$ cat config.mk
export PLATFORM = sky130hd
export DESIGN_NAME = uvc_payload_frame_assembler_unit
export DESIGN_NICKNAME = d
export VERILOG_FILES = /design/src/rtl/ufa_pkg.sv /design/src/rtl/ufa_core.sv /design/src/rtl/ufa_res_fifo.sv /design/src/rtl/uvc_payload_frame_assembler_unit.sv
export SDC_FILE = /design/constraint.sdc
export NUM_CORES = 1
export LEC_CHECK = 0
export ABC_AREA = 0
export BUFFER_PORTS_ARGS = -buffer_cell sky130_fd_sc_hd__buf_4
export CAP_MARGIN = 10
export CORE_MARGIN = 2
export CORE_UTILIZATION = 50
export DETAILED_ROUTE_END_ITERATION = 10
export GPL_TIMING_DRIVEN = 0
export PLACE_DENSITY_LB_ADDON = 0.1
export SYNTH_ARGS = -nofsm -noshare
export SYNTH_HDL_FRONTEND = slang
export SYNTH_SLANG_ARGS = --single-unit
$ cat constraint.sdc
create_clock -name clk_i -period 5.7 [get_ports clk_i]
set_input_delay 0.285 -clock clk_i [delete_from_list [all_inputs] [get_ports clk_i]]
set_output_delay 0.285 -clock clk_i [all_outputs]
set_load 0.01 [all_outputs]
$ cat src/rtl/ufa_pkg.sv
`timescale 1ns / 1ps
// ----------------------------------------------------------------------------
// ufa_pkg
// Shared types and constants for the UVC payload frame assembler.
// ----------------------------------------------------------------------------
package ufa_pkg;

  localparam int unsigned MaxPacketBytes = 1024;
  localparam int unsigned LenW           = 11;
  localparam int unsigned FrameW         = 16;
  localparam int unsigned ResFifoDepth   = 4;
  localparam int unsigned ResPtrW        = $clog2(ResFifoDepth);
  localparam int unsigned ResCntW        = $clog2(ResFifoDepth + 1);

  localparam logic [15:0] FrameTargetReset     = 16'd38400;
  localparam logic [15:0] AcceptThresholdReset = 16'd34560;

  // header flag bit positions
  localparam int unsigned FlagFidBit = 0;
  localparam int unsigned FlagErrBit = 6;

  typedef enum logic [1:0] {
    KIND_PAYLOAD  = 2'd0,
    KIND_COMPLETE = 2'd1,
    KIND_DROPPED  = 2'd2
  } kind_e;

  typedef enum logic [1:0] {
    CFG_FRAME_TARGET     = 2'd0,
    CFG_ACCEPT_THRESHOLD = 2'd1
  } cfg_idx_e;

  typedef struct packed {
    logic [7:0]      data_byte;
    logic            packet_first;
    logic [LenW-1:0] packet_length;
  } item_t;

  typedef struct packed {
    kind_e             kind;
    logic [7:0]        byte_value;
    logic [FrameW-1:0] frame_offset;
    logic [FrameW-1:0] frame_length;
    logic              last;
  } res_t;

endpackage

$ cat src/rtl/ufa_core.sv
`timescale 1ns / 1ps
// ----------------------------------------------------------------------------
// ufa_core
// Packet/frame state and the per-byte decision logic; produces up to two
// results for the registered input byte.
// ----------------------------------------------------------------------------
module ufa_core import ufa_pkg::*; (
  input  logic              clk_i,
  input  logic              rst_ni,
  input  logic              cfg_valid_i,
  input  logic [1:0]        cfg_index_i,
  input  logic [15:0]       cfg_data_i,
  input  item_t             item_i,
  input  logic              adv_i,
  output res_t              res0_o,
  output res_t              res1_o,
  output logic [1:0]        res_cnt_o
);

  logic [15:0]       target_bytes_q, accept_thr_q;
  logic [FrameW-1:0] frame_count_q, frame_count_d;
  logic              fid_valid_q, fid_valid_d;
  logic              fid_q, fid_d;
  logic [LenW-1:0]   packet_pos_q, packet_pos_d;
  logic [7:0]        hdr_len_q, hdr_len_d;
  logic              pkt_ok_q, pkt_ok_d;
  logic              discard_q, discard_d;

  logic [LenW-1:0]   pos, plen;
  logic [FrameW-1:0] tgt, fc_clip;
  logic [FrameW:0]   fc_inc;
  logic [LenW:0]     pos_inc;
  logic              fid;

  always_comb begin
    pos     = item_i.packet_first ? '0 : packet_pos_q;
    plen    = (item_i.packet_length > LenW'(MaxPacketBytes)) ? LenW'(MaxPacketBytes)
                                                           : item_i.packet_length;
    tgt     = (target_bytes_q == '0) ? FrameW'(1) : target_bytes_q;
    fid     = item_i.data_byte[FlagFidBit];
    fc_clip = (frame_count_q > tgt) ? tgt : frame_count_q;
    fc_inc  = {1'b0, frame_count_q} + (FrameW+1)'(1);
    pos_inc = {1'b0, pos} + (LenW+1)'(1);

    frame_count_d = frame_count_q;
    fid_valid_d   = fid_valid_q;
    fid_d         = fid_q;
    hdr_len_d     = hdr_len_q;
    pkt_ok_d      = pkt_ok_q;
    discard_d     = discard_q;
    res0_o        = '0;
    res1_o        = '0;
    res_cnt_o     = 2'd0;

    if (pos == '0) begin
      hdr_len_d = item_i.data_byte;
      pkt_ok_d  = 1'b0;
      discard_d = 1'b0;
    end else if (pos == LenW'(1) && !item_i.packet_first) begin
      // flags byte: validate header, close frame on frame-id toggle
      if (plen < LenW'(2) || hdr_len_q < 8'd2 || LenW'(hdr_len_q) > plen ||
          item_i.data_byte[FlagErrBit]) begin
        pkt_ok_d = 1'b0;
      end else begin
        if (fid_valid_q && fid != fid_q) begin
          if (frame_count_q >= accept_thr_q) begin
            if (fc_clip != '0) begin
              res0_o.kind         = KIND_COMPLETE;
              res0_o.frame_length = fc_clip;
              res0_o.last         = 1'b1;
              res_cnt_o           = 2'd1;
            end
            frame_count_d = '0;
          end else if (frame_count_q != '0) begin
            res0_o.kind         = KIND_DROPPED;
            res0_o.frame_length = frame_count_q;
            res0_o.last         = 1'b1;
            res_cnt_o           = 2'd1;
            frame_count_d       = '0;
          end
        end
        fid_d       = fid;
        fid_valid_d = 1'b1;
        pkt_ok_d    = 1'b1;
        discard_d   = 1'b0;
      end
    end else if (pkt_ok_q && !discard_q && pos >= LenW'(2) &&
                 pos >= LenW'(hdr_len_q) && pos < plen) begin
      res0_o.kind         = KIND_PAYLOAD;
      res0_o.byte_value   = item_i.data_byte;
      res0_o.frame_offset = frame_count_q;
      if (fc_inc >= {1'b0, tgt}) begin
        res1_o.kind         = KIND_COMPLETE;
        res1_o.frame_length = tgt;
        res1_o.last         = 1'b1;
        res_cnt_o           = 2'd2;
        frame_count_d       = '0;
        discard_d           = 1'b1;
      end else begin
        res0_o.last   = 1'b1;
        res_cnt_o     = 2'd1;
        frame_count_d = fc_inc[FrameW-1:0];
      end
    end

    // saturate at all ones
    packet_pos_d = pos_inc[LenW] ? '1 : pos_inc[LenW-1:0];
  end

  always_ff @(posedge clk_i or negedge rst_ni) begin
    if (!rst_ni) begin
      target_bytes_q <= FrameTargetReset;
      accept_thr_q   <= AcceptThresholdReset;
    end else if (cfg_valid_i) begin
      case (cfg_idx_e'(cfg_index_i))
        CFG_FRAME_TARGET:     target_bytes_q <= cfg_data_i;
        CFG_ACCEPT_THRESHOLD: accept_thr_q   <= cfg_data_i;
        default: ;
      endcase
    end
  end

  always_ff @(posedge clk_i or negedge rst_ni) begin
    if (!rst_ni) begin
      frame_count_q <= '0;
      fid_valid_q   <= 1'b0;
      fid_q         <= 1'b0;
      packet_pos_q  <= '0;
      hdr_len_q     <= '0;
      pkt_ok_q      <= 1'b0;
      discard_q     <= 1'b0;
    end else if (adv_i) begin
      frame_count_q <= frame_count_d;
      fid_valid_q   <= fid_valid_d;
      fid_q         <= fid_d;
      packet_pos_q  <= packet_pos_d;
      hdr_len_q     <= hdr_len_d;
      pkt_ok_q      <= pkt_ok_d;
      discard_q     <= discard_d;
    end
  end

endmodule

$ cat src/rtl/ufa_res_fifo.sv
`timescale 1ns / 1ps
// ----------------------------------------------------------------------------
// ufa_res_fifo
// Small result queue: takes up to two results per cycle, hands out one.
// ----------------------------------------------------------------------------
module ufa_res_fifo import ufa_pkg::*; (
  input  logic       clk_i,
  input  logic       rst_ni,
  input  logic [1:0] push_cnt_i,
  input  res_t       push0_i,
  input  res_t       push1_i,
  input  logic       pop_i,
  output res_t       head_o,
  output logic       valid_o,
  output logic       room_o
);

  res_t               slot_q [ResFifoDepth];
  logic [ResPtrW-1:0] wr_ptr_q, rd_ptr_q, wr_ptr_nxt;
  logic [ResCntW-1:0] cnt_q;
  logic               pop;

  assign valid_o    = (cnt_q != '0);
  assign pop        = pop_i && valid_o;
  assign head_o     = slot_q[rd_ptr_q];
  // room for a full pair of results
  assign room_o     = (cnt_q <= ResCntW'(ResFifoDepth - 2));
  assign wr_ptr_nxt = wr_ptr_q + ResPtrW'(1);

  always_ff @(posedge clk_i) begin
    if (push_cnt_i != 2'd0) begin
      slot_q[wr_ptr_q] <= push0_i;
    end
    if (push_cnt_i == 2'd2) begin
      slot_q[wr_ptr_nxt] <= push1_i;
    end
  end

  always_ff @(posedge clk_i or negedge rst_ni) begin
    if (!rst_ni) begin
      wr_ptr_q <= '0;
      rd_ptr_q <= '0;
      cnt_q    <= '0;
    end else begin
      wr_ptr_q <= wr_ptr_q + ResPtrW'(push_cnt_i);
      if (pop) begin
        rd_ptr_q <= rd_ptr_q + ResPtrW'(1);
      end
      cnt_q <= cnt_q + ResCntW'(push_cnt_i) - ResCntW'(pop);
    end
  end

endmodule

$ cat src/rtl/uvc_payload_frame_assembler_unit.sv
`timescale 1ns / 1ps
// ----------------------------------------------------------------------------
// uvc_payload_frame_assembler_unit
// Parses isochronous UVC packet bytes and emits payload bytes with their
// frame offset, plus frame complete / frame dropped events.
// ----------------------------------------------------------------------------
// Takes one packet byte per cycle. A byte is registered on acceptance, decoded
// in the next cycle and its results (none, one, or a payload byte followed by
// a frame complete) go into a four-entry result queue once it has room for
// a full pair of results. The queue hands out one result per cycle while
// the result side is ready; the input stalls only while fewer than two queue
// entries are free, so with the result side always ready the input sustains
// one byte per cycle. Configuration writes are always taken and are meant to
// happen only while the block is idle.
module uvc_payload_frame_assembler_unit import ufa_pkg::*; (
  input  logic              clk_i,
  input  logic              rst_ni,
  // configuration
  input  logic              cfg_valid_i,
  output logic              cfg_ready_o,
  input  logic [1:0]        cfg_index_i,
  input  logic [15:0]       cfg_data_i,
  // packet bytes
  input  logic              data_valid_i,
  output logic              data_ready_o,
  input  logic [7:0]        data_byte_i,
  input  logic              packet_first_i,
  input  logic [LenW-1:0]   packet_length_i,
  // results
  output logic              res_valid_o,
  input  logic              res_ready_i,
  output logic [1:0]        kind_o,
  output logic [7:0]        byte_value_o,
  output logic [FrameW-1:0] frame_offset_o,
  output logic [FrameW-1:0] frame_length_o,
  output logic              last_o
);

  item_t      item_q;
  logic       item_vld_q;
  logic       adv, room;
  res_t       res0, res1, head;
  logic [1:0] res_cnt;

  assign cfg_ready_o  = 1'b1;
  assign adv          = item_vld_q && room;
  assign data_ready_o = !item_vld_q || adv;

  always_ff @(posedge clk_i or negedge rst_ni) begin
    if (!rst_ni) begin
      item_vld_q <= 1'b0;
    end else if (data_ready_o) begin
      item_vld_q <= data_valid_i;
    end
  end

  always_ff @(posedge clk_i) begin
    if (data_ready_o && data_valid_i) begin
      item_q <= '{data_byte: data_byte_i, packet_first: packet_first_i,
                  packet_length: packet_length_i};
    end
  end

  ufa_core u_core (
    .clk_i       (clk_i),
    .rst_ni      (rst_ni),
    .cfg_valid_i (cfg_valid_i && cfg_ready_o),
    .cfg_index_i (cfg_index_i),
    .cfg_data_i  (cfg_data_i),
    .item_i      (item_q),
    .adv_i       (adv),
    .res0_o      (res0),
    .res1_o      (res1),
    .res_cnt_o   (res_cnt)
  );

  ufa_res_fifo u_res_fifo (
    .clk_i      (clk_i),
    .rst_ni     (rst_ni),
    .push_cnt_i (adv ? res_cnt : 2'd0),
    .push0_i    (res0),
    .push1_i    (res1),
    .pop_i      (res_ready_i),
    .head_o     (head),
    .valid_o    (res_valid_o),
    .room_o     (room)
  );

  assign kind_o         = head.kind;
  assign byte_value_o   = head.byte_value;
  assign frame_offset_o = head.frame_offset;
  assign frame_length_o = head.frame_length;
  assign last_o         = head.last;

endmodule

Yosys cells after proc, flatten, opt, wreduce, memory -nomap -nowiden
Memories as Yosys holds them, arrays and structs flattened. Index checks and enable logic that the tools add are counted.

Word-level logic and storage cells: 138. Input port bits: 43. Output and inout port bits: 46. Memories kept: 1. RAM bits: 172. Flip-flop bits (word level): 99.

Mux-type cells: 59. Eq/ne operators: 8. Bitwise gates (word level): 2. Reduce and logical (&&, ||, !) cells: 34. Order comparisons: 11. $add $sub $neg: 7.

Memories: u_res_fifo.slot_q (words 4, width 43, read ports 1, clocked after memory_dff 0, write ports 2, line ufa_res_fifo.sv:18) `res_t slot_q [ResFifoDepth];`.

Operator list (count): $mux W16 (10); $mux W17 (9); $mux W24 (2); $mux W43 (1); $mux W11 (3); $mux W2 (16); $reduce_bool A16 Y1 (2); $mux W1 (18); $add A16 B1 Y17 const B (1); $ge A17 B16 Y1 (1); $ge A16 B16 Y1 (1); $gt A16 B16 Y1 (1); $logic_not A16 Y1 (1); $add A11 B1 Y12 const B (1); $eq A11 B1 Y1 const B (1); $ge A11 B2 Y1 const B (1); $ge A11 B8 Y1 (1); $gt A11 B11 Y1 const B (1); $gt A8 B11 Y1 (1); $logic_not A11 Y1 (1); $lt A11 B11 Y1 (1); $lt A11 B2 Y1 const B (1); $logic_and A1 B1 Y1 (9); $reduce_bool A3 Y1 (3); other kinds (20) (34).

Longest topological paths before layout
Word-level depth: 15. Gate-level depth with buffers: 23.

Cells and area by module
A second synthesis with hierarchy kept.

Cells, all modules: 1232. Area, all modules: 15716.3 µm².

By module, submodules not included: ufa_res_fifo (cells an instance 461, instances 1, sequential area each 5340.1 µm², area an instance 8779.7 µm²); ufa_core (cells an instance 742, instances 1, sequential area each 1786.7 µm², area an instance 6252.2 µm²); uvc_payload_frame_assembler_unit (cells an instance 29, instances 1, sequential area each 625.6 µm², area an instance 684.4 µm²).

Worst setup path after synthesis
No wires, ideal clock.

Kind: reg-to-reg. Start: reg u_core.frame_count_q[1]. End: reg u_res_fifo.cnt_q[2]. Cell stages (with the launch flop): 22. Clock period less this slack: 4702 ps. Data required time: 5577 ps. Setup time: 123 ps. Arrival time: 4580 ps. Slack: 998 ps. Path through: dfrtp_1 > ha_1 > nand3_1 > nor4_1 > nand4_1 > xnor2_1 > ha_1 > a21o_1 > a221o_1 > a21o_1 > buf_2 > or2_1 > buf_2 > o32a_1 > or2_2 > ha_1 > inv_1 > ha_1 > inv_1 > fa_1 > xor2_1 > xnor2_1.

Word-level cells in the longest chain between the ends: 12. Elaborated cells between the ends (all ways): 19. Classes of those cells: 3 x add/sub; 3 x order compare; 11 x mux; 2 x reduce/logical.

Ends and longest elaborated chain: from (decl) (line ufa_core.sv:21) `logic [FrameW-1:0] frame_count_q, frame_count_d;`; from (signal assigned) (line ufa_core.sv:133) `frame_count_q <= frame_count_d;`; branches (longest 7 deep; another with $add A16 B1 Y17); $mux W2 * (line ufa_core.sv:59) `end else if (pos == LenW'(1) && !item_i.packet_first) begin`; $mux W2 * (line ufa_core.sv:55) `if (pos == '0) begin`; $mux W2 * (line uvc_payload_frame_assembler_unit.sv:80) `.push_cnt_i (adv ? res_cnt : 2'd0),`; $add A3 B2 Y3 * (line ufa_res_fifo.sv:49) `cnt_q <= cnt_q + ResCntW'(push_cnt_i) - ResCntW'(pop);`; $sub A3 B1 Y3 * (line ufa_res_fifo.sv:49); to (signal assigned) (line ufa_res_fifo.sv:49); to (decl) (line ufa_res_fifo.sv:20) `logic [ResCntW-1:0] cnt_q;`.

Every way passes the cells marked *. A chain may end at the register's enable or synchronous reset.

Worst setup path after layout
Start: reg u_core.frame_count_q[0]. End: reg u_res_fifo.cnt_q[2].

Same word-level chain as after synthesis.

==> out/qor.csv <==
stage,metric,value,unit
logic_synthesis,Yosys warnings,0,
logic_synthesis,Post-synth ARST share,29.2,%
logic_synthesis,largest family of logic cells by synthesized area,simple AND/OR/NAND/NOR gates,
clocking,Clock Tree Root,clkbuf_16,
die,starting density of the core,50.8,%
setup_path,Top Family by Delay on Critical Path,simple AND/OR/NAND/NOR gates,
logic_synthesis,Syn Std Cell Area,14600,µm²
setup_path,worst stage delay on the critical path,0.55,ns
die,DIE HEIGHT,175,µm
finish,Fillers,2496,
timing,Rel. slew slack,29.1,%
place,HPWL Detailed,29.8,mm
global_routing,largest net degree at the start of global routing,80,
setup_path,R2R setup slack,0.42,ns
setup_path,Worst EP arrival,5.72,ns
die,row count,62,
drt,WL per Instance,21.5,µm
global_routing,GRT Overall Usage,27.8,%
timing,worst-margin pin slew,1.06,ns
logic_synthesis,dominant cell type by area after synthesis,edfxtp_1,
power,register share of total power,40.0,%
drt,WL final,42.5,mm
timing,f_max,0.189,GHz
setup_path,critical path cell sequence,"ha_1, nand3_1, nor4_2, nand4_1, xnor2_1, ha_1, a21o_1, a221o_1, a21o_1, buf_2, or2_1, buf_2, o32a_1, or2_2, ha_1, inv_1, ha_1, inv_1, fa_1, xor2_1, xnor2_1",
power,PD cells,342,nW/µm²
logic_synthesis,Post-Synth Simple-Gate Area,16.9,%
drt,first-pass iteration count of the detailed router,5,
timing,Max Slew Vio Count,0,
die,total core area,28700,µm²
logic_synthesis,Mapped Cells,1411,
setup_path,Setup CP Type,flip-flop to flip-flop,
clocking,TritonCTS clock tree,yes,
clocking,# clock sinks,271,
drt,Post-DRT Antenna Nets,0,
clocking,Num CTS Buffers,30,
logic_synthesis,mux share of post-synthesis cell area,8.17,%
global_routing,Global Route met2 Usage,45.1,%
timing,"Hold Vio Cnt, Final",0,
logic_synthesis,post-synthesis xor/xnor area fraction,1.26,%
logic_synthesis,sequential fraction of the synthesis area,46.3,%
place,IO Port Bufs,87,
power,Lkg Pwr,6.58,nW
status,outcome,completed,
power,Clk network pwr share,34.5,%
logic_synthesis,post-synthesis adder-cell area fraction,7.35,%
drt,Via-to-Cell Ratio,6.03,
logic_synthesis,Compound-Gate Fraction of Synth Area,14.9,%
logic_synthesis,Netlist cell types,84,
global_routing,vias in the first global route,11800,
power,P_sw,1.83,mW
power,Max VDD drop,0.000293,V
die,Top Ports,89,
clocking,Longest Clk Path Bufs,3,
clocking,# H-tree levels,1,
finish,nets,1697,
logic_synthesis,syn_area_per_cell,10.3,µm²
logic_synthesis,Post-synth EDFFs,92,
global_routing,global routing usage on met1,38.5,%
timing,Setup TNS,0,ns
setup_path,worst-path maximum fanout,9,
logic_synthesis,"Top FF cell, synth",dfxtp_1,
drt,DRC Markers,0,
power,switch share,31.2,%
setup_path,Buf/Inv on CP,4,
global_routing,"Remaining Overflow, GRT",0,
logic_synthesis,ranking of synthesized cells by area,"edfxtp_1 (19%), dfxtp_1 (14%), dfrtp_1 (12%)",
setup_path,WP data required,6.15,ns
global_routing,busiest grt layer,met2,
timing,Clock Skew,0.0153,ns
setup_path,CP max stage cell,dfrtp_1,
timing,Final Hold Slack,0.120,ns
logic_synthesis,Post-synth top cells,"nand2_1 (183), dfxtp_1 (100), o21ai_1 (95), edfxtp_1 (92), ha_1 (84)",
global_routing,first-pass GRT wire length,66.4,mm
logic_synthesis,Synth top area share,19.0,%
timing,RSZ-0062 raised after global routing,false,
flow_run,max_cap viols,0,
clocking,Clock Latency Late Sink,0.57,ns
global_routing,antenna violations before repair,0,
timing,min Tclk post-route,5.28,ns
die,chip width,175,µm
timing,final setup violation count,0,
logic_synthesis,most common cell in the netlist,nand2_1,
power,Internal Power,4.03,mW
drt,vias post-DR,11900,
power,Comb pwr share,25.5,%
worst_hold_path,Hold WC Path Type,primary input to flip-flop,
finish,share of layout cells above drive strength 1,17.7,%
setup_path,Critical Path Source Type,flip-flop,
logic_synthesis,net count after synthesis,1539,
setup_path,Worst Setup End Kind,flip-flop,
logic_synthesis,Yosys reg bits,271,
timing,Final period util,92.6,%
finish,area grow syn2layout,17.5,%
die,die area,30500,µm²
drt,initial drt markers,1257,
clocking,Clock transition at path regs,0.06,ns
finish,n_diodes,0,
place,GPL Wtd Cong,0.878,
global_routing,grt met3 use,4.66,%
setup_path,Most common cell on crit path,ha_1,
[area by class of cell]
type	count	area, µm²	share of cell area [%]
multi-input cells	977	7090	41.4
inverters	60	225	1.31
flip-flops and latches	271	6750	39.4
clock inverters	24	260	1.52
plain buffers	103	512	2.99
well taps	384	480	2.80
clock buffers	32	768	4.48
repair buffers	126	1040	6.06
[cells by family (layout without fill, tap and decap cells)]
logic type / Yosys count / count (layout)
DFF: 271 / 271
and+or+nand+nor: 475 / 475
AOI/OAI and AO/OA: 332 / 332
buffers and inverters: 163 / 345
xor gates and xnor gates: 21 / 21
muxes: 63 / 63
adders and majority gates: 85 / 85
other: 1 / 1
[per-layer routing]
layer | vias up | part of all wire, %
met4 | 0 | 2.8
met2 | 492 | 47
li1 | 5552 | -
met3 | 77 | 7.4
met5 | - | 0
met1 | 5800 | 43
[placed cells by master, fill, tap and decap left out, types with 8 or more instances in the layout]
cell type,n
nand2_1,183
dfxtp_1,100
o21ai_1,95
buf_4,92
edfxtp_1,92
ha_1,84
nand4_1,77
o21ai_0,71
dfrtp_1,70
o2bb2ai_1,60
inv_1,59
nand3_1,50
clkbuf_1,43
mux4_2,43
nor2_1,38
dlygate4sd3_1,38
buf_2,36
clkbuf_16,30
a21oi_1,29
and2_1,27
nand2b_1,19
mux2_2,18
nor2b_1,15
xnor2_1,13
nor3_1,13
buf_1,11
and3_1,10
nor4_1,10
clkinv_1,8
xor2_1,8
buf_6,8
o211ai_1,8
a21o_1,8
dfstp_2,8
[tightest hold or removal path, stage by stage]
cell,delay (ns)
buf_4,0.08
nor3b_1,0.07
mux2_2,0.22
[through the flow]
stage / cell area (µm²) / instances / util [%] / total power, mW / setup WS (ns)
floorplan: 14600 / 1411 / - / 3.34 / 0.998
global placement: 15700 / 1882 / 54.7 / 3.82 / 0.166
detailed placement: 15700 / 1883 / 54.7 / 3.86 / 0.161
CTS: 17100 / 1977 / 59.7 / 5.89 / 0.126
global route: 17100 / 1977 / 59.7 / 6.16 / 0.0669
finish: 17100 / 1977 / 59.7 / 5.86 / 0.423
[registers in the layout (all words and copies together), names as in the netlist, 2 cells and up]
signal                 count
item_q                    20
u_core.accept_thr_q       16
u_core.frame_count_q      16
u_core.hdr_len_q           8
u_core.packet_pos_q       11
u_core.target_bytes_q     16
u_res_fifo.cnt_q           3
u_res_fifo.rd_ptr_q        2
u_res_fifo.slot_q        172
u_res_fifo.wr_ptr_q        2
[timing repair]
action | 4_1_cts | 5_1_grt
hold endpoints to repair | 124 | 0
hold buffers | 38 | 0
setup endpoints to repair | 0 | 20
resized for setup | 0 | 6
setup buffers | 0 | 0
[path summary, 6_finish.rpt]
check,from,end,depth (start not counted)
worst max-delay path,u_core.frame_count_q[0]$_DFFE_PN0P_,u_res_fifo.cnt_q[2]$_DFF_PN0_,21
worst min-delay path,cfg_index_i[1],u_core.target_bytes_q[0]$_DFFE_PN0P_,3
worst max register to register,u_core.frame_count_q[0]$_DFFE_PN0P_,u_res_fifo.cnt_q[2]$_DFF_PN0_,21
worst min register to register,u_res_fifo.slot_q[0][36]$_SDFFE_PP0N_,u_res_fifo.slot_q[0][36]$_SDFFE_PP0N_,2
max in group asynchronous,rst_ni,u_core.frame_count_q[1]$_DFFE_PN0P_,2
min in group asynchronous,rst_ni,u_core.target_bytes_q[14]$_DFFE_PN0P_,2
[power groups by stage]
stage	clock network, mW	registers, mW	logic (mW)
5_1_grt	2.13	2.36	1.67
3_3_place_gp	0	2.37	1.45
6_report	2.03	2.34	1.50
3_5_place_dp	0	2.38	1.48
4_1_cts	2.05	2.34	1.51
2_1_floorplan	0	2.31	1.03
(Power assumes the default switching activity.)
